$ cat src/design/iaat_pkg.sv
// Package with the shared types, codes and helpers of the alarm controller.
`timescale 1ns / 1ps
package iaat_pkg;

  typedef enum logic [1:0] {
    CMD_TICK      = 2'd0,
    CMD_PERIMETER = 2'd1,
    CMD_VOLUME    = 2'd2,
    CMD_SIM       = 2'd3
  } cmd_t;

  typedef enum logic [1:0] {
    MODE_OFF_AUTO   = 2'd0,
    MODE_OFF_MANUAL = 2'd1,
    MODE_ON_AUTO    = 2'd2,
    MODE_ON_MANUAL  = 2'd3
  } mode_t;

  localparam int CFG_IDX_W = 1;
  localparam logic [CFG_IDX_W-1:0] CFG_EXIT_DELAY  = 1'd0;
  localparam logic [CFG_IDX_W-1:0] CFG_ENTRY_DELAY = 1'd1;

  localparam logic [7:0] EXIT_DELAY_RESET  = 8'd60;
  localparam logic [7:0] ENTRY_DELAY_RESET = 8'd30;
  localparam logic [7:0] EXIT_DELAY_MIN    = 8'd4;
  localparam logic [7:0] ENTRY_DELAY_MIN   = 8'd3;

  // Arming countdown step codes; larger values are seconds left.
  localparam logic [7:0] ARM_OFF   = 8'd0;
  localparam logic [7:0] ARM_ARMED = 8'd1;
  localparam logic [7:0] ARM_WAIT  = 8'd2;
  localparam logic [7:0] ARM_CHECK = 8'd3;

  // Trigger countdown step codes; larger values are seconds left.
  localparam logic [7:0] TRIG_IDLE  = 8'd0;
  localparam logic [7:0] TRIG_FIRED = 8'd1;
  localparam logic [7:0] TRIG_DUE   = 8'd2;

  localparam logic [1:0] SHUTTER_NONE      = 2'd0;
  localparam logic [1:0] SHUTTER_DOWN      = 2'd1;
  localparam logic [1:0] SHUTTER_STOP_DOWN = 2'd2;

  localparam logic [1:0] BEEP_NONE = 2'd0;
  localparam logic [1:0] BEEP_OFF  = 2'd1;
  localparam logic [1:0] BEEP_ON   = 2'd3;

  typedef struct packed {
    cmd_t       cmd;
    mode_t      mode;
    logic [7:0] perimeter_tripped;
    logic [7:0] perimeter_open;
    logic [3:0] zone_room;
    logic [7:0] volume_motion;
  } item_t;

  // Current countdowns of one channel, used for the LED decisions.
  typedef struct packed {
    logic [7:0] arm;
    logic [7:0] trig;
  } chan_state_t;

  // Events of one channel for the item being processed.
  typedef struct packed {
    logic accepted;
    logic fire;
    logic not_ready;
    logic armed;
    logic wait_busy;
    logic exit_run;
  } chan_evt_t;

  // Seconds left until a deadline, floored and saturated at 255.
  function automatic logic [7:0] remaining(input logic [31:0] deadline,
                                           input logic [31:0] now,
                                           input logic [7:0]  floor_v);
    logic [31:0] d;
    d = deadline - now;
    if (d[31] || (d <= {24'd0, floor_v})) begin
      return floor_v;
    end else if (d > 32'd255) begin
      return 8'hFF;
    end else begin
      return d[7:0];
    end
  endfunction

endpackage

$ cat src/design/iaat_in_reg.sv
// Input register that holds one accepted item until the processing stage takes it.
`timescale 1ns / 1ps
module iaat_in_reg
  import iaat_pkg::*;
(
  input  logic  clk,
  input  logic  rst,
  input  logic  in_valid,
  output logic  in_ready,
  input  item_t in_item,
  input  logic  take,
  output logic  held_valid,
  output item_t held_item
);

  assign in_ready = !held_valid || take;

  always_ff @(posedge clk) begin
    if (rst) begin
      held_valid <= 1'b0;
    end else if (in_ready) begin
      held_valid <= in_valid;
    end
  end

  always_ff @(posedge clk) begin
    if (in_valid && in_ready) begin
      held_item <= in_item;
    end
  end

endmodule

$ cat src/design/iaat_chan.sv
// One alarm channel: mode, arming and trigger countdowns, deadline and sensor status.
`timescale 1ns / 1ps
module iaat_chan
  import iaat_pkg::*;
(
  input  logic        clk,
  input  logic        rst,
  input  logic        advance,
  input  logic        tick,
  input  logic        mode_cmd,
  input  mode_t       mode_in,
  input  logic [31:0] now,
  input  logic [7:0]  exit_delay,
  input  logic [7:0]  entry_delay,
  input  logic [7:0]  sample,
  output chan_state_t state,
  output chan_evt_t   evt
);

  mode_t       mode_r;
  mode_t       mode_next;
  logic [7:0]  arm;
  logic [7:0]  arm_next;
  logic [7:0]  trig;
  logic [7:0]  trig_next;
  logic [31:0] deadline;
  logic [31:0] deadline_next;
  logic [7:0]  status;
  logic [7:0]  status_next;

  assign state.arm  = arm;
  assign state.trig = trig;

  always_comb begin
    mode_next     = mode_r;
    arm_next      = arm;
    trig_next     = trig;
    deadline_next = deadline;
    status_next   = status;
    evt           = '0;
    if (mode_cmd) begin
      // Off auto is honored only from on auto; on auto never overrides on manual.
      if (!((mode_in == MODE_OFF_AUTO) && (mode_r != MODE_ON_AUTO)) &&
          !((mode_in == MODE_ON_AUTO) && (mode_r == MODE_ON_MANUAL))) begin
        evt.accepted = 1'b1;
        mode_next    = mode_in;
        trig_next    = TRIG_IDLE;
        if ((mode_in == MODE_OFF_AUTO) || (mode_in == MODE_OFF_MANUAL)) begin
          arm_next      = ARM_OFF;
          deadline_next = '0;
        end else begin
          arm_next      = exit_delay;
          deadline_next = now + {24'd0, exit_delay};
        end
      end
    end else if (tick) begin
      if (trig == TRIG_IDLE) begin
        status_next = sample;
      end
      if (arm == ARM_ARMED) begin
        if (trig_next == TRIG_DUE) begin
          evt.fire  = 1'b1;
          trig_next = TRIG_FIRED;
        end
        if (trig_next > TRIG_DUE) begin
          trig_next = remaining(deadline, now, TRIG_DUE);
        end
        if ((trig_next == TRIG_IDLE) && (status_next != 8'd0)) begin
          trig_next     = entry_delay;
          deadline_next = now + {24'd0, entry_delay};
        end
      end
      if (arm_next == ARM_WAIT) begin
        if (status_next == 8'd0) begin
          evt.armed = 1'b1;
          arm_next  = ARM_ARMED;
        end else begin
          evt.wait_busy = 1'b1;
        end
      end
      if (arm_next == ARM_CHECK) begin
        evt.not_ready = (status_next != 8'd0);
        arm_next      = ARM_WAIT;
      end
      if (arm_next > ARM_CHECK) begin
        evt.exit_run = 1'b1;
        arm_next     = remaining(deadline, now, ARM_CHECK);
      end
    end
  end

  always_ff @(posedge clk) begin
    if (rst) begin
      mode_r   <= MODE_OFF_AUTO;
      arm      <= ARM_OFF;
      trig     <= TRIG_IDLE;
      deadline <= '0;
      status   <= '0;
    end else if (advance) begin
      mode_r   <= mode_next;
      arm      <= arm_next;
      trig     <= trig_next;
      deadline <= deadline_next;
      status   <= status_next;
    end
  end

endmodule

$ cat src/design/intrusion_alarm_arm_trigger_fsm.sv
// Top level of the two-channel intrusion alarm controller.
`timescale 1ns / 1ps
// Two-channel (perimeter and volume) intrusion alarm controller. Each input
// transfer is either a one-second tick or a mode command for the perimeter
// channel, the volume channel or the presence simulation, and every input
// transfer yields exactly one result transfer. The block takes one item per
// clock cycle; an item is held in the input register and from there goes
// through the processing stage, whose short logic (a 32-bit deadline
// subtract and compare per channel) writes the channel state and the result
// register together. Results wait in the result register while new items
// keep entering, and the input side stalls only when the result register is
// full and not being taken. A tick advances the internal seconds counter
// first and then evaluates both channels against the new time. Arming starts
// the exit delay; when it runs out the channel checks its sensors once,
// warns if they are active, and arms as soon as they are quiet. A detection
// on an armed channel starts the entry delay and then fires the alarm.
// Exit delays below 4 seconds act as 4 and entry delays below 3 act as 3.
// The delay registers are written through the configuration port (index 0
// exit delay, index 1 entry delay), by the user only while no item is in
// flight; the block does not enforce this. ROOM_COUNT sets the room index
// that out-of-range rooms and reset fall back to.
module intrusion_alarm_arm_trigger_fsm
  import iaat_pkg::*;
#(
  parameter int ROOM_COUNT = 16
) (
  input  logic                 clk,
  input  logic                 rst,
  input  logic                 in_valid,
  output logic                 in_ready,
  input  logic [1:0]           cmd,
  input  logic [1:0]           mode,
  input  logic [7:0]           perimeter_tripped,
  input  logic [7:0]           perimeter_open,
  input  logic [3:0]           zone_room,
  input  logic [7:0]           volume_motion,
  output logic                 out_valid,
  input  logic                 out_ready,
  output logic                 green_led,
  output logic                 red_led,
  output logic                 perimeter_fire,
  output logic                 volume_fire,
  output logic                 perimeter_not_ready,
  output logic                 volume_not_ready,
  output logic [1:0]           shutter_cmd,
  output logic                 zones_enable,
  output logic                 channel_reset,
  output logic [1:0]           beep_pulses,
  output logic [3:0]           alarm_room,
  output logic                 simulation_on,
  input  logic                 cfg_valid,
  output logic                 cfg_ready,
  input  logic [CFG_IDX_W-1:0] cfg_index,
  input  logic [7:0]           cfg_data
);

  localparam logic [3:0] ROOM_LAST  = 4'(ROOM_COUNT - 1);
  localparam logic [4:0] ROOM_LIMIT = 5'(ROOM_COUNT);

  // Configuration registers; the port never stalls.
  logic [7:0] exit_delay_seconds;
  logic [7:0] entry_delay_seconds;
  logic [7:0] exit_delay;
  logic [7:0] entry_delay;

  assign cfg_ready = 1'b1;

  always_ff @(posedge clk) begin
    if (rst) begin
      exit_delay_seconds  <= EXIT_DELAY_RESET;
      entry_delay_seconds <= ENTRY_DELAY_RESET;
    end else if (cfg_valid) begin
      case (cfg_index)
        CFG_EXIT_DELAY:  exit_delay_seconds  <= cfg_data;
        CFG_ENTRY_DELAY: entry_delay_seconds <= cfg_data;
        default: ;
      endcase
    end
  end

  assign exit_delay  = (exit_delay_seconds < EXIT_DELAY_MIN) ? EXIT_DELAY_MIN
                                                             : exit_delay_seconds;
  assign entry_delay = (entry_delay_seconds < ENTRY_DELAY_MIN) ? ENTRY_DELAY_MIN
                                                               : entry_delay_seconds;

  // Input register.
  item_t in_item;
  item_t item;
  logic  item_valid;
  logic  advance;

  assign in_item.cmd               = cmd_t'(cmd);
  assign in_item.mode              = mode_t'(mode);
  assign in_item.perimeter_tripped = perimeter_tripped;
  assign in_item.perimeter_open    = perimeter_open;
  assign in_item.zone_room         = zone_room;
  assign in_item.volume_motion     = volume_motion;

  // The held item is processed whenever the result register can take its result.
  assign advance = item_valid && (!out_valid || out_ready);

  iaat_in_reg u_in_reg (
    .clk        (clk),
    .rst        (rst),
    .in_valid   (in_valid),
    .in_ready   (in_ready),
    .in_item    (in_item),
    .take       (advance),
    .held_valid (item_valid),
    .held_item  (item)
  );

  // Seconds counter. Mode commands use the current time, ticks the advanced one.
  logic [31:0] seconds_now;
  logic [31:0] now;
  logic        tick;

  assign tick = (item.cmd == CMD_TICK);
  assign now  = tick ? (seconds_now + 32'd1) : seconds_now;

  always_ff @(posedge clk) begin
    if (rst) begin
      seconds_now <= '0;
    end else if (advance) begin
      seconds_now <= now;
    end
  end

  // Channels. The perimeter looks at trips while armed and at openings otherwise.
  chan_state_t perim_state;
  chan_state_t vol_state;
  chan_evt_t   perim_evt;
  chan_evt_t   vol_evt;
  logic [7:0]  perim_sample;

  assign perim_sample = (perim_state.arm == ARM_ARMED) ? item.perimeter_tripped
                                                       : item.perimeter_open;

  iaat_chan u_perim (
    .clk         (clk),
    .rst         (rst),
    .advance     (advance),
    .tick        (tick),
    .mode_cmd    (item.cmd == CMD_PERIMETER),
    .mode_in     (item.mode),
    .now         (now),
    .exit_delay  (exit_delay),
    .entry_delay (entry_delay),
    .sample      (perim_sample),
    .state       (perim_state),
    .evt         (perim_evt)
  );

  iaat_chan u_vol (
    .clk         (clk),
    .rst         (rst),
    .advance     (advance),
    .tick        (tick),
    .mode_cmd    (item.cmd == CMD_VOLUME),
    .mode_in     (item.mode),
    .now         (now),
    .exit_delay  (exit_delay),
    .entry_delay (entry_delay),
    .sample      (item.volume_motion),
    .state       (vol_state),
    .evt         (vol_evt)
  );

  // Room latch, taken with the perimeter status while its trigger is idle.
  logic [3:0] perim_room;
  logic [3:0] perim_room_next;

  assign perim_room_next = ({1'b0, item.zone_room} >= ROOM_LIMIT) ? ROOM_LAST
                                                                  : item.zone_room;

  always_ff @(posedge clk) begin
    if (rst) begin
      perim_room <= ROOM_LAST;
    end else if (advance && tick && (perim_state.trig == TRIG_IDLE)) begin
      perim_room <= perim_room_next;
    end
  end

  // Simulation enable follows the on/off half of the mode code.
  logic sim_enable;

  always_ff @(posedge clk) begin
    if (rst) begin
      sim_enable <= 1'b0;
    end else if (advance && (item.cmd == CMD_SIM)) begin
      sim_enable <= (item.mode == MODE_ON_AUTO) || (item.mode == MODE_ON_MANUAL);
    end
  end

  // LEDs. Green shows arming (steady when a channel is armed, blinking while
  // it counts down), red shows triggering the same way. Both alarms fired
  // turns the green LED off. Decisions use the countdowns before this tick.
  logic green_drive;
  logic green_drive_next;
  logic green_mem;
  logic green_mem_next;
  logic red_drive;
  logic red_drive_next;
  logic red_mem;
  logic red_mem_next;

  always_comb begin
    green_drive_next = green_drive;
    green_mem_next   = green_mem;
    red_drive_next   = red_drive;
    red_mem_next     = red_mem;
    if ((perim_state.arm == ARM_ARMED) || (vol_state.arm == ARM_ARMED)) begin
      green_drive_next = 1'b1;
    end else if ((perim_state.arm > ARM_ARMED) || (vol_state.arm > ARM_ARMED)) begin
      green_mem_next   = !green_mem;
      green_drive_next = !green_mem;
    end
    if ((perim_state.arm == ARM_OFF) && (vol_state.arm == ARM_OFF)) begin
      green_drive_next = 1'b0;
    end
    if ((perim_state.trig == TRIG_FIRED) || (vol_state.trig == TRIG_FIRED)) begin
      red_drive_next = 1'b1;
    end else if ((perim_state.trig > TRIG_FIRED) || (vol_state.trig > TRIG_FIRED)) begin
      red_mem_next   = !red_mem;
      red_drive_next = !red_mem;
    end
    if ((perim_state.trig == TRIG_IDLE) && (vol_state.trig == TRIG_IDLE)) begin
      red_drive_next = 1'b0;
    end
    if ((perim_state.trig == TRIG_FIRED) && (vol_state.trig == TRIG_FIRED)) begin
      green_drive_next = 1'b0;
    end
  end

  always_ff @(posedge clk) begin
    if (rst) begin
      green_drive <= 1'b0;
      green_mem   <= 1'b0;
      red_drive   <= 1'b0;
      red_mem     <= 1'b0;
    end else if (advance && tick) begin
      green_drive <= green_drive_next;
      green_mem   <= green_mem_next;
      red_drive   <= red_drive_next;
      red_mem     <= red_mem_next;
    end
  end

  // Per-item pulses and commands.
  logic [1:0] shutter_next;
  logic [1:0] beep_next;
  logic       sim_next;

  always_comb begin
    shutter_next = SHUTTER_NONE;
    if (perim_evt.wait_busy) begin
      shutter_next = SHUTTER_STOP_DOWN;
    end else if (perim_evt.exit_run) begin
      shutter_next = SHUTTER_DOWN;
    end
    beep_next = BEEP_NONE;
    if (perim_evt.accepted && (item.mode == MODE_OFF_MANUAL)) begin
      beep_next = BEEP_OFF;
    end else if (perim_evt.accepted && (item.mode == MODE_ON_MANUAL)) begin
      beep_next = BEEP_ON;
    end
    sim_next = sim_enable;
    if (item.cmd == CMD_SIM) begin
      sim_next = (item.mode == MODE_ON_AUTO) || (item.mode == MODE_ON_MANUAL);
    end
  end

  // Result register.
  always_ff @(posedge clk) begin
    if (rst) begin
      out_valid <= 1'b0;
    end else if (advance) begin
      out_valid <= 1'b1;
    end else if (out_ready) begin
      out_valid <= 1'b0;
    end
  end

  always_ff @(posedge clk) begin
    if (advance) begin
      green_led           <= tick ? green_drive_next : green_drive;
      red_led             <= tick ? red_drive_next : red_drive;
      perimeter_fire      <= perim_evt.fire;
      volume_fire         <= vol_evt.fire;
      perimeter_not_ready <= perim_evt.not_ready;
      volume_not_ready    <= vol_evt.not_ready;
      shutter_cmd         <= shutter_next;
      zones_enable        <= perim_evt.armed;
      channel_reset       <= perim_evt.accepted || vol_evt.accepted;
      beep_pulses         <= beep_next;
      alarm_room          <= (tick && (perim_state.trig == TRIG_IDLE)) ? perim_room_next
                                                                      : perim_room;
      simulation_on       <= sim_next;
    end
  end

endmodule
$ cat config.mk
export PLATFORM = sky130hd
export DESIGN_NAME = intrusion_alarm_arm_trigger_fsm
export DESIGN_NICKNAME = d
export VERILOG_FILES = /design/src/design/iaat_pkg.sv /design/src/design/iaat_in_reg.sv /design/src/design/iaat_chan.sv /design/src/design/intrusion_alarm_arm_trigger_fsm.sv
export SDC_FILE = /design/constraint.sdc
export NUM_CORES = 1
export LEC_CHECK = 0
export ABC_AREA = 1
export BUFFER_PORTS_ARGS = -buffer_cell sky130_fd_sc_hd__clkbuf_2
export CORE_AREA = 3 3 198 181
export CTS_BUF_LIST = sky130_fd_sc_hd__clkbuf_4 sky130_fd_sc_hd__clkbuf_8
export DETAILED_ROUTE_END_ITERATION = 8
export DIE_AREA = 0 0 201 184
export PLACE_DENSITY = 0.71
export SYNTH_ARGS = -nofsm -noshare
export SYNTH_HDL_FRONTEND = slang
export SYNTH_SLANG_ARGS = --single-unit
$ cat constraint.sdc
create_clock -name clk -period 4.9 [get_ports clk]
set_input_delay 0.735 -clock clk [delete_from_list [all_inputs] [get_ports clk]]
set_output_delay 0.735 -clock clk [all_outputs]
set_load 0.01 [all_outputs]
==> impl_metrics.env <==
export IMPL_whs_ps=350
export IMPL_power_density_nw_per_um2=294
export IMPL_wire_per_inst_um=17.3
export IMPL_cp_max_fo=8
export IMPL_hp_start="mode[0]"
export IMPL_root_buffer="clkbuf_8"
export IMPL_hold_path_class="input port to flip-flop"
export IMPL_cts_clk_slew_worst_paths_ps=60
export IMPL_grt_pass1_vias=17900
export IMPL_cts_tree="done"
export IMPL_viasPerCell=5.56
export IMPL_mostFrequentLayoutCell="nand2_1"
export IMPL_diodes=0
export IMPL_drc=0
export IMPL_ys_types=53
export IMPL_layout_nets=3114
export IMPL_setup_violations=0
export IMPL_comb_power_share_pct=30.4
export IMPL_drt_iter0_drc=1701
export IMPL_track_usage_pct=31.9
export IMPL_status="finished clean"
export IMPL_ys_seq_elements=224
export IMPL_p_total_w=0.00585
export IMPL_numCtsBuffers=41
export IMPL_grt_first_pass_wirelength_mm=95.3
export IMPL_p_leak_nw=10.1
export IMPL_ir_drop_mv=0.257
export IMPL_fillCellCount=3413
export IMPL_hpwl_mm=47.5
export IMPL_synth_warnings=0
export IMPL_fin_crit_sh_pct=93.7
export IMPL_p_sw_w=0.00215
export IMPL_cts_path_max_buffers=3
export IMPL_port_buffers=64
export IMPL_initial_core_util_pct=53.0
export IMPL_startpoint="u_in_reg.held_item[31]$_DFFE_PP_"
export IMPL_layout_setup_ws_ps=311
export IMPL_core_um2=33900
export IMPL_first_pass_iters=6
export IMPL_arrival_ps=4970
export IMPL_synth_seq_area_share_pct=27.7
export IMPL_cts_sinks=224
export IMPL_netlist_area_um2=17900
export IMPL_ios=66
export IMPL_swShare_pct=36.6
export IMPL_place_gp_congestion=1.02
export IMPL_most_common_layout_cells="822 x nand2_1, 442 x inv_1, 261 x nor2_1"
export IMPL_synthToLayoutAreaGrowth_pct=11.1
export IMPL_maxCapViolCount=0
export IMPL_cell_internal_pwr_w=0.00371
export IMPL_cts_hold_buf=0
export IMPL_ant_nets=0
export IMPL_hold_viol=0
export IMPL_drt_wl_total_mm=61.0
export IMPL_p_seq_share_pct=34.9
export IMPL_fin_crit_ps=4590
export IMPL_power_frac_clock_pct=34.7
export IMPL_die_h_um=184
export IMPL_syn_nets=3027
export IMPL_insertion_delay_ps=570
export IMPL_worstPathRequired_ps=5290
export IMPL_final_area_um2=19900
export IMPL_synth_flop_cell="dfxtp_1"
export IMPL_avgSynthCellArea_um2=6.10
export IMPL_r2r_setup_slack_ps=310
export IMPL_max_freq_mhz=218
export IMPL_synth_cells=2942
export IMPL_dp_slack_ps=256
export IMPL_post_dp_cell_area_um2=18900
export IMPL_drv_slew=0
export IMPL_grt_max_degree=93
export IMPL_vias=19600
export IMPL_slew_headroom_pct=26.2
export IMPL_h_tree_depth=2
export IMPL_die_area_um2=37000
export IMPL_die_w_um=201
export IMPL_antenna_found_initial=0
export IMPL_synth_async_reset_ratio_pct=0
export IMPL_grt_ovfl_total=0
export IMPL_std_cell_rows=64
export IMPL_setup_worst_path_end_class="flip-flop"
export IMPL_drive_above_1_share_pct=12.4
export IMPL_crit_type="flip-flop to flip-flop"
export IMPL_cp_start_kind="flip-flop"
export IMPL_fin_skew_ps=16.8
export IMPL_r2r_start="u_in_reg.held_item[31]$_DFFE_PP_"
export IMPL_worst_pin_slew_ps=1110
export IMPL_synth_edff_count=49
worst max-delay path, cell delays in order, from the launching register on:
cell and delay (ps):
edfxtp_1 440, buf_4 190, nor2_2 250, nand2_1 100
nor2_2 150, nand3_1 180, nor2_1 220, nand3_1 190
xor2_2 240, ha_1 440, nand2_1 130, nor2_1 150
inv_1 60, nor2_1 210, nand3_1 180, nand4_1 170
nand2_1 60, nor2_1 90, nand2_1 100, nor2_4 270
nand3_2 130, nand2_4 110, inv_4 60, nand3_1 60
nand3_1 70, nand2_1 70, a21oi_1 80
metrics by stage:
step	cells	util (%)	TNS, ps
after CTS	3515	58.5	0
after global routing	3524	58.9	-1.08
after global placement	3439	55.7	0
after detailed placement	3439	55.7	0
after floorplan	2942	-	0
final	3524	58.9	0
what timing repair did:
action | CTS | global route
setup endpoints to repair | 0 | 38
buffers inserted | 0 | 8
resized for setup | 0 | 12
synthesized netlist by cell type (27+ instances only):
cell | number | share of area, %
nor2_1 | 261 | 5.5
a31oi_1 | 28 | 0.98
dfxtp_1 | 175 | 20
o21ai_0 | 213 | 5.9
clkbuf_1 | 62 | 1.3
xor2_1 | 59 | 2.9
nand3_1 | 215 | 6.0
nand2_1 | 822 | 17
nor3_1 | 27 | 0.75
o211ai_1 | 39 | 1.6
nand2_2 | 55 | 1.9
inv_1 | 446 | 9.3
a21oi_1 | 173 | 4.8
nand4_1 | 59 | 2.1
ha_1 | 35 | 2.4
inv_2 | 31 | 0.65
edfxtp_1 | 49 | 8.2
layout make-up:
cell class	count	area (um2)	share of cell area, %
multi-input combinational	2158	10900	54.6
sequential	224	4970	24.9
inverter	483	1820	9.11
clock buffer	65	795	3.98
timing repair buffer	121	753	3.78
tap	462	578	2.90
clock inverter	11	139	0.696
layer usage:
metal | up-vias | GRT usage [%] | share of wire (%) | wire [um]
met3 | 149 | 4.60 | 8.1 | 4920
met2 | 834 | 51.9 | 44 | 27000
met5 | - | 0 | 0 | 0
li1 | 9650 | - | - | -
met4 | 0 | 13.0 | 4.3 | 2610
met1 | 8976 | 42.8 | 43 | 26500
registers in the layout, summed over array words and instances (netlist names), 4 cells and up:
name / cells
alarm_room: 4
entry_delay_seconds: 8
exit_delay_seconds: 8
perim_room: 4
seconds_now: 32
u_in_reg.held_item: 32
u_perim.arm: 8
u_perim.deadline: 32
u_perim.status: 8
u_perim.trig: 8
u_vol.arm: 8
u_vol.deadline: 32
u_vol.status: 8
u_vol.trig: 8
kinds of logic (layout without fill, tap and decap cells):
kind of cell,Yosys count,in the layout,share of synthesized area [%]
AO/OA/AOI/OAI,499,499,15.2
other,1,1,0.0209
XOR/XNOR,71,71,3.55
adder cells (fa/ha/maj),39,39,2.89
buffers and inverters,561,680,12.0
AND/OR/NAND/NOR,1547,1548,38.7
flip-flops,224,224,27.7
power by group through the flow:
| stage | clock network, W | registers (W) | logic (W) |
|---|---|---|---|
| after global placement | 0 | 0.00208 | 0.00170 |
| after detailed placement | 0 | 0.00208 | 0.00171 |
| final | 0.00203 | 0.00204 | 0.00178 |
| after global routing | 0.00215 | 0.00205 | 0.00197 |
| after CTS | 0.00206 | 0.00204 | 0.00172 |
| after floorplan | 0 | 0.00206 | 0.00124 |
worst paths after layout:
check | end | cells after the start
max | u_vol.trig[0]$_SDFFE_PP0P_ | 26
min | u_in_reg.held_item[28]$_DFFE_PP_ | 1
max reg2reg | u_vol.trig[0]$_SDFFE_PP0P_ | 26
min reg2reg | u_perim.mode_r[0]$_SDFFE_PP0P_ | 2
(Power assumes the default switching activity.)
